$ cat src/design/tsfm_pkg.sv
`default_nettype none

package tsfm_pkg;

    localparam int ADC_BITS = 12;

    // samples per burst and trimmed-mean shift
    localparam int BURST_LEN   = 10;
    localparam int MEAN_SHIFT  = 3;
    localparam int POS_BITS    = 4;
    localparam int BURST_BITS  = 2;
    localparam int SUM_BITS    = 16;

    // point acceptance limits
    localparam logic [ADC_BITS-1:0] PAIR_TOLERANCE = 12'd50;
    localparam logic [ADC_BITS-1:0] RAW_MIN        = 12'd100;
    localparam logic [ADC_BITS-1:0] RAW_MAX        = 12'd3900;

    // config geometry
    localparam int GAIN_BITS  = 20;
    localparam int FRAC_BITS  = 16;
    localparam int PROD_BITS  = ADC_BITS + GAIN_BITS;
    localparam int QUOT_BITS  = PROD_BITS - FRAC_BITS;
    localparam int COORD_BITS = QUOT_BITS + 2;
    localparam int ADDR_BITS  = 5;
    localparam int DATA_BITS  = 32;

    // burst order within one point
    typedef enum logic [BURST_BITS-1:0] {
        BURST_X0 = 2'd0,
        BURST_Y0 = 2'd1,
        BURST_X1 = 2'd2,
        BURST_Y1 = 2'd3
    } burst_t;

    // register map, byte address is 4 * index
    typedef enum logic [2:0] {
        REG_SCREEN_WIDTH  = 3'd0,
        REG_SCREEN_HEIGHT = 3'd1,
        REG_X_OFFSET      = 3'd2,
        REG_Y_OFFSET      = 3'd3,
        REG_X_GAIN        = 3'd4,
        REG_Y_GAIN        = 3'd5,
        REG_MIRROR_X      = 3'd6
    } reg_index_t;

    localparam logic [ADC_BITS-1:0]  RST_SCREEN_WIDTH  = 12'd240;
    localparam logic [ADC_BITS-1:0]  RST_SCREEN_HEIGHT = 12'd320;
    localparam logic [ADC_BITS-1:0]  RST_OFFSET        = 12'd100;
    localparam logic [GAIN_BITS-1:0] RST_GAIN          = 20'd6554;

endpackage

`default_nettype wire

$ cat src/design/touch_sample_filter_mapper.sv
// out_valid rises once the input transaction that lifts the pen or ends the fourth
// burst has passed the seven register stages, s1 to s6 and the output register;
// samples that end no point give no result transaction; the first stage is loaded
// at acceptance; throughput: one input transaction per cycle while in_stall is low
// burst accumulation (sum, min, max) updates in the cycle of each input transaction
// reset: rst_n is asynchronous and active low; config returns to its defaults,
// the burst counters, pipeline valids and press status are cleared
`default_nettype none

module touch_sample_filter_mapper (
    input  wire logic        clk,
    input  wire logic        rst_n,
    // input channel
    input  wire logic        in_valid,
    output logic             in_stall,
    input  wire logic        pen_down,
    input  wire logic [11:0] sample,
    // output channel
    output logic             out_valid,
    input  wire logic        out_stall,
    output logic             touched,
    output logic             first_press,
    output logic [11:0]      pos_x,
    output logic [11:0]      pos_y,
    // config port
    input  wire logic        psel,
    input  wire logic        penable,
    input  wire logic        pwrite,
    input  wire logic [tsfm_pkg::ADDR_BITS-1:0] paddr,
    input  wire logic [tsfm_pkg::DATA_BITS-1:0] pwdata,
    output logic [tsfm_pkg::DATA_BITS-1:0]      prdata,
    output logic             pready
);

    localparam int AB = tsfm_pkg::ADC_BITS;
    localparam int GB = tsfm_pkg::GAIN_BITS;
    localparam int PB = tsfm_pkg::PROD_BITS;
    localparam int CB = tsfm_pkg::COORD_BITS;
    localparam int SB = tsfm_pkg::SUM_BITS;

    // ------------------------------------------------------------------
    // config registers
    // ------------------------------------------------------------------
    logic [AB-1:0] screen_width_reg, screen_height_reg;
    logic [AB-1:0] x_offset_reg, y_offset_reg;
    logic [GB-1:0] x_gain_reg, y_gain_reg;
    logic          mirror_x_reg;
    logic          cfg_write;
    tsfm_pkg::reg_index_t cfg_index;

    assign pready    = 1'b1;
    assign cfg_write = psel && penable && pwrite;
    assign cfg_index = tsfm_pkg::reg_index_t'(paddr[4:2]);

    always_ff @(posedge clk or negedge rst_n)
    begin
        if (!rst_n)
        begin
            screen_width_reg  <= tsfm_pkg::RST_SCREEN_WIDTH;
            screen_height_reg <= tsfm_pkg::RST_SCREEN_HEIGHT;
            x_offset_reg      <= tsfm_pkg::RST_OFFSET;
            y_offset_reg      <= tsfm_pkg::RST_OFFSET;
            x_gain_reg        <= tsfm_pkg::RST_GAIN;
            y_gain_reg        <= tsfm_pkg::RST_GAIN;
            mirror_x_reg      <= 1'b0;
        end
        else if (cfg_write)
        begin
            case (cfg_index)
                tsfm_pkg::REG_SCREEN_WIDTH:  screen_width_reg  <= pwdata[AB-1:0];
                tsfm_pkg::REG_SCREEN_HEIGHT: screen_height_reg <= pwdata[AB-1:0];
                tsfm_pkg::REG_X_OFFSET:      x_offset_reg      <= pwdata[AB-1:0];
                tsfm_pkg::REG_Y_OFFSET:      y_offset_reg      <= pwdata[AB-1:0];
                tsfm_pkg::REG_X_GAIN:        x_gain_reg        <= pwdata[GB-1:0];
                tsfm_pkg::REG_Y_GAIN:        y_gain_reg        <= pwdata[GB-1:0];
                tsfm_pkg::REG_MIRROR_X:      mirror_x_reg      <= pwdata[0];
                default: ; // unmapped address, write dropped
            endcase
        end
    end

    // read back, unmapped addresses read zero
    always_comb
    begin
        prdata = '0;
        case (cfg_index)
            tsfm_pkg::REG_SCREEN_WIDTH:  prdata = {20'd0, screen_width_reg};
            tsfm_pkg::REG_SCREEN_HEIGHT: prdata = {20'd0, screen_height_reg};
            tsfm_pkg::REG_X_OFFSET:      prdata = {20'd0, x_offset_reg};
            tsfm_pkg::REG_Y_OFFSET:      prdata = {20'd0, y_offset_reg};
            tsfm_pkg::REG_X_GAIN:        prdata = {12'd0, x_gain_reg};
            tsfm_pkg::REG_Y_GAIN:        prdata = {12'd0, y_gain_reg};
            tsfm_pkg::REG_MIRROR_X:      prdata = {31'd0, mirror_x_reg};
            default:                     prdata = '0;
        endcase
    end

    // ------------------------------------------------------------------
    // pipeline handshake: a stage moves when the next one is empty or moving
    // ------------------------------------------------------------------
    logic s1_valid_reg, s2_valid_reg, s3_valid_reg, s4_valid_reg;
    logic s5_valid_reg, s6_valid_reg, out_valid_reg;
    logic rdy_out, rdy6, rdy5, rdy4, rdy3, rdy2, rdy1;
    logic in_accept;

    assign rdy_out = !out_valid_reg || !out_stall;
    assign rdy6    = !s6_valid_reg || rdy_out;
    assign rdy5    = !s5_valid_reg || rdy6;
    assign rdy4    = !s4_valid_reg || rdy5;
    assign rdy3    = !s3_valid_reg || rdy4;
    assign rdy2    = !s2_valid_reg || rdy3;
    assign rdy1    = !s1_valid_reg || rdy2;

    assign in_stall  = !rdy1;
    assign in_accept = in_valid && rdy1;

    // ------------------------------------------------------------------
    // stage 0: burst accumulation at the input transaction
    // ------------------------------------------------------------------
    logic [tsfm_pkg::POS_BITS-1:0] pos_reg;
    tsfm_pkg::burst_t              burst_reg;
    logic [SB-1:0]                 sum_reg, sum_next;
    logic [AB-1:0]                 min_reg, min_next, max_reg, max_next;
    logic                          burst_end;

    assign burst_end = (pos_reg == tsfm_pkg::POS_BITS'(tsfm_pkg::BURST_LEN - 1));

    always_comb
    begin
        if (pos_reg == '0)
        begin
            sum_next = SB'(sample);
            min_next = sample;
            max_next = sample;
        end
        else
        begin
            sum_next = sum_reg + SB'(sample);
            min_next = (sample < min_reg) ? sample : min_reg;
            max_next = (sample > max_reg) ? sample : max_reg;
        end
    end

    always_ff @(posedge clk or negedge rst_n)
    begin
        if (!rst_n)
        begin
            pos_reg   <= '0;
            burst_reg <= tsfm_pkg::BURST_X0;
            sum_reg   <= '0;
            min_reg   <= '1;
            max_reg   <= '0;
        end
        else if (in_accept)
        begin
            if (!pen_down)
            begin
                // pen up aborts the point
                pos_reg   <= '0;
                burst_reg <= tsfm_pkg::BURST_X0;
                sum_reg   <= '0;
                min_reg   <= '1;
                max_reg   <= '0;
            end
            else
            begin
                sum_reg <= sum_next;
                min_reg <= min_next;
                max_reg <= max_next;
                if (burst_end)
                begin
                    pos_reg   <= '0;
                    burst_reg <= tsfm_pkg::burst_t'(burst_reg + 2'd1);
                end
                else
                begin
                    pos_reg <= pos_reg + tsfm_pkg::POS_BITS'(1);
                end
            end
        end
    end

    // ------------------------------------------------------------------
    // stage 1: burst totals (or a release) waiting for the trimmed mean
    // ------------------------------------------------------------------
    logic             s1_pen_reg;
    tsfm_pkg::burst_t s1_burst_reg;
    logic [SB-1:0]    s1_sum_reg;
    logic [AB-1:0]    s1_min_reg, s1_max_reg;
    logic [SB-1:0]    s1_trim;
    logic [AB-1:0]    s1_mean;
    logic             s1_adv, s1_last;

    always_ff @(posedge clk or negedge rst_n)
    begin
        if (!rst_n)
            s1_valid_reg <= 1'b0;
        else if (rdy1)
            s1_valid_reg <= in_accept && (!pen_down || burst_end);
    end

    always_ff @(posedge clk)
    begin
        if (rdy1)
        begin
            s1_pen_reg   <= pen_down;
            s1_burst_reg <= burst_reg;
            s1_sum_reg   <= sum_next;
            s1_min_reg   <= min_next;
            s1_max_reg   <= max_next;
        end
    end

    assign s1_trim = s1_sum_reg - SB'(s1_min_reg) - SB'(s1_max_reg);
    assign s1_mean = s1_trim[tsfm_pkg::MEAN_SHIFT +: AB];
    assign s1_adv  = s1_valid_reg && rdy2;
    assign s1_last = !s1_pen_reg || (s1_burst_reg == tsfm_pkg::BURST_Y1);

    // means of the first three bursts are kept until the fourth completes
    logic [AB-1:0] first_x_mean_reg, first_y_mean_reg, second_x_mean_reg;

    always_ff @(posedge clk or negedge rst_n)
    begin
        if (!rst_n)
        begin
            first_x_mean_reg  <= '0;
            first_y_mean_reg  <= '0;
            second_x_mean_reg <= '0;
        end
        else if (s1_adv && s1_pen_reg)
        begin
            case (s1_burst_reg)
                tsfm_pkg::BURST_X0: first_x_mean_reg  <= s1_mean;
                tsfm_pkg::BURST_Y0: first_y_mean_reg  <= s1_mean;
                tsfm_pkg::BURST_X1: second_x_mean_reg <= s1_mean;
                default: ; // fourth burst goes down the pipeline
            endcase
        end
    end

    // ------------------------------------------------------------------
    // stage 2: pair check and pair average
    // ------------------------------------------------------------------
    logic          s2_pen_reg;
    logic [AB-1:0] s2_mean_reg;
    logic [AB-1:0] dx_ab, dx_ba, dy_ab, dy_ba, diff_x, diff_y;
    logic [AB:0]   sum_x, sum_y;

    always_ff @(posedge clk or negedge rst_n)
    begin
        if (!rst_n)
            s2_valid_reg <= 1'b0;
        else if (rdy2)
            s2_valid_reg <= s1_valid_reg && s1_last;
    end

    always_ff @(posedge clk)
    begin
        if (rdy2)
        begin
            s2_pen_reg  <= s1_pen_reg;
            s2_mean_reg <= s1_mean;
        end
    end

    assign dx_ab  = first_x_mean_reg - second_x_mean_reg;
    assign dx_ba  = second_x_mean_reg - first_x_mean_reg;
    assign dy_ab  = first_y_mean_reg - s2_mean_reg;
    assign dy_ba  = s2_mean_reg - first_y_mean_reg;
    assign diff_x = (first_x_mean_reg > second_x_mean_reg) ? dx_ab : dx_ba;
    assign diff_y = (first_y_mean_reg > s2_mean_reg) ? dy_ab : dy_ba;
    assign sum_x  = {1'b0, first_x_mean_reg} + {1'b0, second_x_mean_reg};
    assign sum_y  = {1'b0, first_y_mean_reg} + {1'b0, s2_mean_reg};

    // ------------------------------------------------------------------
    // stage 3: range check, press status, offset
    // ------------------------------------------------------------------
    logic          s3_pen_reg, s3_pair_ok_reg;
    logic [AB-1:0] s3_ax_reg, s3_ay_reg;
    logic          s3_ok, s3_adv;
    logic [AB:0]   s3_dx, s3_dy;
    logic          pressed_flag_reg;

    always_ff @(posedge clk or negedge rst_n)
    begin
        if (!rst_n)
            s3_valid_reg <= 1'b0;
        else if (rdy3)
            s3_valid_reg <= s2_valid_reg;
    end

    always_ff @(posedge clk)
    begin
        if (rdy3)
        begin
            s3_pen_reg     <= s2_pen_reg;
            s3_pair_ok_reg <= (diff_x <= tsfm_pkg::PAIR_TOLERANCE)
                              && (diff_y <= tsfm_pkg::PAIR_TOLERANCE);
            s3_ax_reg      <= sum_x[AB:1];
            s3_ay_reg      <= sum_y[AB:1];
        end
    end

    assign s3_ok  = s3_pen_reg && s3_pair_ok_reg
                    && (s3_ax_reg >= tsfm_pkg::RAW_MIN) && (s3_ax_reg <= tsfm_pkg::RAW_MAX)
                    && (s3_ay_reg >= tsfm_pkg::RAW_MIN) && (s3_ay_reg <= tsfm_pkg::RAW_MAX);
    assign s3_adv = s3_valid_reg && rdy4;
    assign s3_dx  = {1'b0, s3_ax_reg} - {1'b0, x_offset_reg};
    assign s3_dy  = {1'b0, s3_ay_reg} - {1'b0, y_offset_reg};

    // release and rejection both clear the press, a good point sets it
    always_ff @(posedge clk or negedge rst_n)
    begin
        if (!rst_n)
            pressed_flag_reg <= 1'b0;
        else if (s3_adv)
            pressed_flag_reg <= s3_ok;
    end

    // ------------------------------------------------------------------
    // stage 4: sign and magnitude into the gain multipliers
    // ------------------------------------------------------------------
    logic          s4_ok_reg, s4_first_reg, s4_x_neg_reg, s4_y_neg_reg;
    logic [AB-1:0] s4_x_mag_reg, s4_y_mag_reg;
    logic [AB:0]   s3_dx_neg, s3_dy_neg;

    assign s3_dx_neg = -s3_dx;
    assign s3_dy_neg = -s3_dy;

    always_ff @(posedge clk or negedge rst_n)
    begin
        if (!rst_n)
            s4_valid_reg <= 1'b0;
        else if (rdy4)
            s4_valid_reg <= s3_valid_reg;
    end

    always_ff @(posedge clk)
    begin
        if (rdy4)
        begin
            s4_ok_reg    <= s3_ok;
            s4_first_reg <= !pressed_flag_reg;
            s4_x_neg_reg <= s3_dx[AB];
            s4_y_neg_reg <= s3_dy[AB];
            s4_x_mag_reg <= s3_dx[AB] ? s3_dx_neg[AB-1:0] : s3_dx[AB-1:0];
            s4_y_mag_reg <= s3_dy[AB] ? s3_dy_neg[AB-1:0] : s3_dy[AB-1:0];
        end
    end

    // ------------------------------------------------------------------
    // stage 5: gain products
    // ------------------------------------------------------------------
    logic          s5_ok_reg, s5_first_reg, s5_x_neg_reg, s5_y_neg_reg;
    logic [PB-1:0] s5_x_prod_reg, s5_y_prod_reg;

    always_ff @(posedge clk or negedge rst_n)
    begin
        if (!rst_n)
            s5_valid_reg <= 1'b0;
        else if (rdy5)
            s5_valid_reg <= s4_valid_reg;
    end

    always_ff @(posedge clk)
    begin
        if (rdy5)
        begin
            s5_ok_reg     <= s4_ok_reg;
            s5_first_reg  <= s4_first_reg;
            s5_x_neg_reg  <= s4_x_neg_reg;
            s5_y_neg_reg  <= s4_y_neg_reg;
            s5_x_prod_reg <= PB'(s4_x_mag_reg) * PB'(x_gain_reg);
            s5_y_prod_reg <= PB'(s4_y_mag_reg) * PB'(y_gain_reg);
        end
    end

    // ------------------------------------------------------------------
    // stage 6: drop fraction toward zero, restore sign, mirror
    // ------------------------------------------------------------------
    logic                 s6_ok_reg, s6_first_reg;
    logic signed [CB-1:0] s6_sx_reg, s6_sy_reg;
    logic signed [CB-1:0] qx, qy, sx_signed, sy_signed, sx_mirror;

    assign qx        = signed'(CB'(s5_x_prod_reg[PB-1:tsfm_pkg::FRAC_BITS]));
    assign qy        = signed'(CB'(s5_y_prod_reg[PB-1:tsfm_pkg::FRAC_BITS]));
    assign sx_signed = s5_x_neg_reg ? -qx : qx;
    assign sy_signed = s5_y_neg_reg ? -qy : qy;
    assign sx_mirror = signed'(CB'(screen_width_reg)) - sx_signed;

    always_ff @(posedge clk or negedge rst_n)
    begin
        if (!rst_n)
            s6_valid_reg <= 1'b0;
        else if (rdy6)
            s6_valid_reg <= s5_valid_reg;
    end

    always_ff @(posedge clk)
    begin
        if (rdy6)
        begin
            s6_ok_reg    <= s5_ok_reg;
            s6_first_reg <= s5_first_reg;
            s6_sx_reg    <= mirror_x_reg ? sx_mirror : sx_signed;
            s6_sy_reg    <= sy_signed;
        end
    end

    // ------------------------------------------------------------------
    // output register: clamp to the screen
    // ------------------------------------------------------------------
    logic          touched_reg, first_press_reg;
    logic [AB-1:0] pos_x_reg, pos_y_reg;
    logic [AB-1:0] clamp_x, clamp_y;

    always_comb
    begin
        if (screen_width_reg == '0 || s6_sx_reg[CB-1])
            clamp_x = '0;
        else if (s6_sx_reg >= signed'(CB'(screen_width_reg)))
            clamp_x = screen_width_reg - AB'(1);
        else
            clamp_x = s6_sx_reg[AB-1:0];

        if (screen_height_reg == '0 || s6_sy_reg[CB-1])
            clamp_y = '0;
        else if (s6_sy_reg >= signed'(CB'(screen_height_reg)))
            clamp_y = screen_height_reg - AB'(1);
        else
            clamp_y = s6_sy_reg[AB-1:0];
    end

    always_ff @(posedge clk or negedge rst_n)
    begin
        if (!rst_n)
            out_valid_reg <= 1'b0;
        else if (rdy_out)
            out_valid_reg <= s6_valid_reg;
    end

    // release or rejected point gives an all-zero transaction
    always_ff @(posedge clk)
    begin
        if (rdy_out)
        begin
            touched_reg     <= s6_ok_reg;
            first_press_reg <= s6_ok_reg && s6_first_reg;
            pos_x_reg       <= s6_ok_reg ? clamp_x : '0;
            pos_y_reg       <= s6_ok_reg ? clamp_y : '0;
        end
    end

    assign out_valid   = out_valid_reg;
    assign touched     = touched_reg;
    assign first_press = first_press_reg;
    assign pos_x       = pos_x_reg;
    assign pos_y       = pos_y_reg;

endmodule

`default_nettype wire
$ cat config.mk
export PLATFORM = sky130hd
export DESIGN_NAME = touch_sample_filter_mapper
export DESIGN_NICKNAME = d
export VERILOG_FILES = /design/src/design/tsfm_pkg.sv /design/src/design/touch_sample_filter_mapper.sv
export SDC_FILE = /design/constraint.sdc
export NUM_CORES = 2
export LEC_CHECK = 0
export ABC_CLOCK_PERIOD_IN_PS = 8500
export BUFFER_PORTS_ARGS = -buffer_cell sky130_fd_sc_hd__clkbuf_2
export CORE_ASPECT_RATIO = 1.5
export CORE_MARGIN = 2
export CORE_UTILIZATION = 40
export DETAILED_ROUTE_END_ITERATION = 12
export SYNTH_ARGS = -nofsm -noshare
export SYNTH_HDL_FRONTEND = slang
export SYNTH_SLANG_ARGS = --single-unit
$ cat constraint.sdc
create_clock -name clk -period 8.5 [get_ports clk]
set_input_delay 0.425 -clock clk [delete_from_list [all_inputs] [get_ports clk]]
set_output_delay 0.425 -clock clk [all_outputs]
set_load 0.03 [all_outputs]
### After elaboration in Yosys (flattened, before gate mapping)

Cells that the tools add are included.

| storage, ports and cells | value |
|---|---|
| register bits | 420 |
| bits of input ports | 57 |
| output and inout port bits | 61 |
| word-level logic and storage cells | 179 |

| cells by class | value |
|---|---|
| add/subtract/negate cells | 20 |
| $mul | 2 |
| magnitude comparators | 12 |
| equality and inequality tests | 11 |
| muxes and demuxes | 22 |
| bitwise logic cells | 1 |
| reductions and logical operators | 56 |

Operators with widths:

| cell | number |
|---|---|
| $mux W12 | 12 |
| $pmux W20 S7 | 1 |
| $mul A12 B20 Y32 | 2 |
| $mux W16 | 3 |
| $sub A12 B12 Y12 | 4 |
| $ge A18 B13 Y1 | 2 |
| $gt A12 B12 Y1 | 3 |
| $mux W18 | 2 |
| $neg A16 Y18 | 2 |
| $sub A15 B12 Y15 | 2 |
| $add A12 B12 Y13 | 2 |
| $sub A12 B12 Y13 | 2 |
| $ge A12 B7 Y1 const B | 2 |
| $le A12 B12 Y1 const B | 2 |
| $le A12 B6 Y1 const B | 2 |
| $logic_not A12 Y1 | 2 |
| $neg A12 Y12 | 2 |
| $sub A12 B1 Y12 const B | 2 |
| $reduce_and A2 Y1 | 11 |
| $sub A13 B18 Y18 | 1 |
| $add A16 B12 Y16 | 1 |
| $logic_and A1 B1 Y1 | 15 |
| $logic_not A1 Y1 | 12 |
| $lt A12 B12 Y1 | 1 |
| other kinds (17) | 34 |

### Logic depth before layout (Yosys ltp)

| logic depth | value |
|---|---|
| word-level depth | 10 |
| mapped depth | 22 |
| gate-level depth less buffers | 21 |

### Least setup slack after synthesis

Ideal clock, no wire load.

| path | value |
|---|---|
| path type | register -> register |
| start point | register x_gain_reg[4] |
| end point | register s5_x_prod_reg[31] (data pin) |
| library setup time | 260 ps |
| arrival time | 5,632 ps |
| data required time | 8,240 ps |
| path slack | 2,608 ps |
| cell stages (with the launch flop) | 21 |
| buffers on the path | 1 |
| clock period less this slack | 5,892 ps |
| path through | dfstp_2 > clkbuf_1 > nand2_1 > fa_1 > inv_1 > fa_1 > fa_1 > fa_1 > inv_1 > fa_1 > inv_1 > ha_1 > a211o_1 > a21oi_1 > o21ai_0 > a31o_2 > o41ai_2 > o221a_2 > o21bai_1 > a31oi_1 > xnor2_1 |

| on the way | value |
|---|---|
| word-level cells in the longest chain between the ends | 1 |

Ends and longest elaborated chain:

| item | line | RTL |
|---|---|---|
| start, declared | touch_sample_filter_mapper.sv:46 | `logic [GB-1:0] x_gain_reg, y_gain_reg;` |
| start signal, assigned | touch_sample_filter_mapper.sv:63 | `x_gain_reg <= tsfm_pkg::RST_GAIN;` |
| start signal, assigned | touch_sample_filter_mapper.sv:74 | `tsfm_pkg::REG_X_GAIN: x_gain_reg <= pwdata[GB-1:0];` |
| $mul A12 B20 Y32 | touch_sample_filter_mapper.sv:373 | `s5_x_prod_reg <= PB'(s4_x_mag_reg) * PB'(x_gain_reg);` |
| end signal, assigned | touch_sample_filter_mapper.sv:373 |  |
| end, declared | touch_sample_filter_mapper.sv:355 | `logic [PB-1:0] s5_x_prod_reg, s5_y_prod_reg;` |

No other way between the ends.
A chain may end at the register's enable or synchronous reset.

### Worst setup path after layout

| path | value |
|---|---|
| start point | register s4_x_mag_reg[8] |
| end point | register s5_x_prod_reg[31] (data pin) |

| on the way | value |
|---|---|
| word-level cells in the longest chain between the ends | 1 |

Ends and longest elaborated chain:

| item | line | RTL |
|---|---|---|
| start, declared | touch_sample_filter_mapper.sv:324 | `logic [AB-1:0] s4_x_mag_reg, s4_y_mag_reg;` |
| start signal, assigned | touch_sample_filter_mapper.sv:346 | `s4_x_mag_reg <= s3_dx[AB] ? s3_dx_neg[AB-1:0] : s3_dx[AB-1:0];` |
| $mul A12 B20 Y32 | touch_sample_filter_mapper.sv:373 |  |

No other way between the ends.

==> flow_summary.ini <==
[hold_path]
hp-class = in -> reg
hold_path_depth = 3
hp-start = in_valid

[global_route]
grt_pass1_vias = 27825
grt_antenna_before_repair = 1
grt_usage_pct = 19.1
gr-total-overflow = 0
grt_first_pass_wirelength_um = 147000
grt_start_max_net_pins = 65

[routing]
post_drt_wl_per_cell_um = 17.5
drt_iter0_drc = 1370
drtAntennaViolNets = 0
dr_total_vias = 26874
routed_via_density = 5.18
wirelength_um = 91000
drc_errors = 0
detailedRoute.firstPassIterationCount = 5

[worst_setup_path]
path_class = reg -> reg
critical_path.startpoint = s4_x_mag_reg[8]
worstPathMaxFanout = 20
worstSetupEndpointType = flip-flop
setup.worst_path.start_class = flip-flop
critical_path_arrival_ps = 6950
r2r-start = s4_x_mag_reg[8]
ff2ff_path_depth = 19
worst_ep_required_time_ps = 8850

[placed_design]
placed_cell_count = 5108
globalplace.congestion = 0.886
post-dp-hpwl_um = 72100
number_of_port_buffers = 90

[synth]
muxShareOfSynthArea_pct = 4.70
synth-xor-area-share_pct = 4.10
synthFlopType = sky130_fd_sc_hd__edfxtp_1
synth_compound_area_share_pct = 10.2
syn_inst = 3904
ys_warn_count = 0
syn_area_per_cell_um2 = 9.69
synthDistinctLibCells = 86
synth_enable_flop_cells = 209
yosys_register_bits = 387
main_combinational_cell_family_by_area_after_synthesis = adder cells
yosys.area_share.simple_pct = 13.5
synth_adder_area_share_pct = 30.6
synth_sequential_area_ratio_pct = 28.5
netlist_area_um2 = 37800
async_flop_share_pct = 46.0

[sta]
maximum_clock_skew_at_final_layout_ps = 34.1
setup_tns_ps = 0
min_period_ps = 6600
max_slew.worst_pin.slew_ps = 1180
timing.final.crit_share_pct = 77.7
slew_viol_final = 0
fmax_mhz = 151
slew-limit-headroom_pct = 21.1
final-setup-viol-count = 0
hold_violations = 0
rsz0062_at_grt = false

[clocking]
cts_made_buffers = 44
clk-insertion-delay-late_ps = 600
cts.repair_timing.setup_buffer_count = 0
clock_tree.htree_level_count = 2
tritoncts_clock_tree = done
cts_max_path_buffers = 3
cts-root-buf = sky130_fd_sc_hd__clkbuf_16
path_clk_slew_ps = 60
clock_sinks = 387

[die]
floorplan.die_area_um2 = 97100
placeableCoreArea_um2 = 94100
placementRows = 138
io_pins = 118
die_y_um = 381
die_w_um = 255
start_util_pct = 40.2

[layout]
layoutNonFillerInstCount = 5191
final_net_count = 4650
fillerInstances = 9163
fin_util_pct = 43.4
areaGrowthSynthToFinish_pct = 7.89
register_area_um2 = 10800
combined_area_of_the_multi_input_logic_cells_um2 = 23900
final_cell_mix = sky130_fd_sc_hd__inv_1, sky130_fd_sc_hd__nand2_1, sky130_fd_sc_hd__fa_1, sky130_fd_sc_hd__ha_1, sky130_fd_sc_hd__edfxtp_1
layout_commonest_cell = sky130_fd_sc_hd__inv_1
post_route_cells_drive_above_1_share_pct = 9.59
antenna-diode-count = 0

[flow_run]
max-cap-violations = 0

[status]
status = completed
cells by family after synthesis:
logic type	count (synthesis)
AO/OA/AOI/OAI	574
XOR/XNOR	177
adder cells (fa/ha/maj)	698
buffers and inverters	835
flip-flops	387
multiplexers	161
other	2
AND/OR/NAND/NOR	1070
critical path, stage by stage, from the launching register on:
cell                       delay (ps)
sky130_fd_sc_hd__edfxtp_1         840
sky130_fd_sc_hd__nand2_1          170
sky130_fd_sc_hd__fa_1             550
sky130_fd_sc_hd__inv_1             50
sky130_fd_sc_hd__fa_1             480
sky130_fd_sc_hd__fa_1             530
sky130_fd_sc_hd__fa_1             570
sky130_fd_sc_hd__inv_1             60
sky130_fd_sc_hd__fa_1             530
sky130_fd_sc_hd__inv_1             40
sky130_fd_sc_hd__ha_1             300
sky130_fd_sc_hd__a211o_1          300
sky130_fd_sc_hd__a21oi_1          110
sky130_fd_sc_hd__o21ai_0          180
sky130_fd_sc_hd__a31o_2           340
sky130_fd_sc_hd__o41ai_2          540
sky130_fd_sc_hd__o221a_2          320
sky130_fd_sc_hd__o21bai_1         110
sky130_fd_sc_hd__a31oi_1          230
sky130_fd_sc_hd__xnor2_1           90
per-stage QoR:
step | hold slack (ps) | worst slack [ps] | area, µm²
after detailed placement | 429 | 1900 | 39400
final | 140 | 1900 | 40800
after CTS | 103 | 1890 | 40800
after floorplan | 129 | 2610 | 37900
after global routing | 126 | 1590 | 40800
after global placement | 407 | 1940 | 39400
cell type report:
cell class,instances,share of cell area (%)
timing repair buffer,114,1.57
clock buffer,64,3.08
tap,1260,3.86
multi-input combinational,2693,58.6
inverter,655,6.02
sequential,387,26.4
clock inverter,18,0.451
path summary, 6_finish.rpt:
check                                   endpoint  slack [ps]
max reg2reg                    s5_x_prod_reg[31]        1900
min reg2reg                         s5_y_neg_reg         440
max                            s5_x_prod_reg[31]        1900
min                                 s1_valid_reg         140
max in group asynchronous  screen_height_reg[11]        6140
min in group asynchronous            sum_reg[10]         360
cells in the mapped netlist, types with 11 or more instances:
cell type	instances	area, µm²
sky130_fd_sc_hd__o21bai_1	21	158
sky130_fd_sc_hd__dfrtp_1	140	3500
sky130_fd_sc_hd__dfstp_2	38	998
sky130_fd_sc_hd__a22o_1	21	184
sky130_fd_sc_hd__clkbuf_1	150	563
sky130_fd_sc_hd__nand2b_1	27	169
sky130_fd_sc_hd__mux2i_1	45	450
sky130_fd_sc_hd__mux2_2	114	1280
sky130_fd_sc_hd__fa_1	379	7590
sky130_fd_sc_hd__edfxtp_1	209	6280
sky130_fd_sc_hd__a21oi_1	145	726
sky130_fd_sc_hd__nor3_1	66	330
sky130_fd_sc_hd__and2_1	163	1020
sky130_fd_sc_hd__o21a_1	25	188
sky130_fd_sc_hd__nand2_1	473	1780
sky130_fd_sc_hd__xnor2_1	120	1050
sky130_fd_sc_hd__or4_1	11	82.6
sky130_fd_sc_hd__nand4_1	23	144
sky130_fd_sc_hd__o21ai_0	126	631
sky130_fd_sc_hd__or3_1	21	131
sky130_fd_sc_hd__and3_1	17	106
sky130_fd_sc_hd__o22a_1	12	105
sky130_fd_sc_hd__xor2_1	57	499
sky130_fd_sc_hd__a21o_1	55	413
sky130_fd_sc_hd__inv_1	655	2460
sky130_fd_sc_hd__nor2b_1	25	156
sky130_fd_sc_hd__buf_1	11	41.3
sky130_fd_sc_hd__o31ai_1	21	158
sky130_fd_sc_hd__nand3_1	36	180
sky130_fd_sc_hd__buf_4	14	105
sky130_fd_sc_hd__nor2_1	153	574
sky130_fd_sc_hd__a211oi_1	25	188
sky130_fd_sc_hd__ha_1	319	3990
per-layer routing:
metal / routed length (µm) / GRT usage (%) / vias up
li1: - / - / 12738
met4: 3650 / 7.28 / 0
met2: 48300 / 35.7 / 545
met1: 35600 / 22.1 / 13408
met5: 0 / 0 / -
met3: 3420 / 2.11 / 183
what timing repair did:
action                    4_1_cts  5_1_grt
hold endpoints to repair       45        0
gates resized for setup         0        0
hold buffers                    1        0
Power is left out: the tool's default activity adds up to more than one toggle a clock period on the data nets, which glitch-free logic cannot reach.
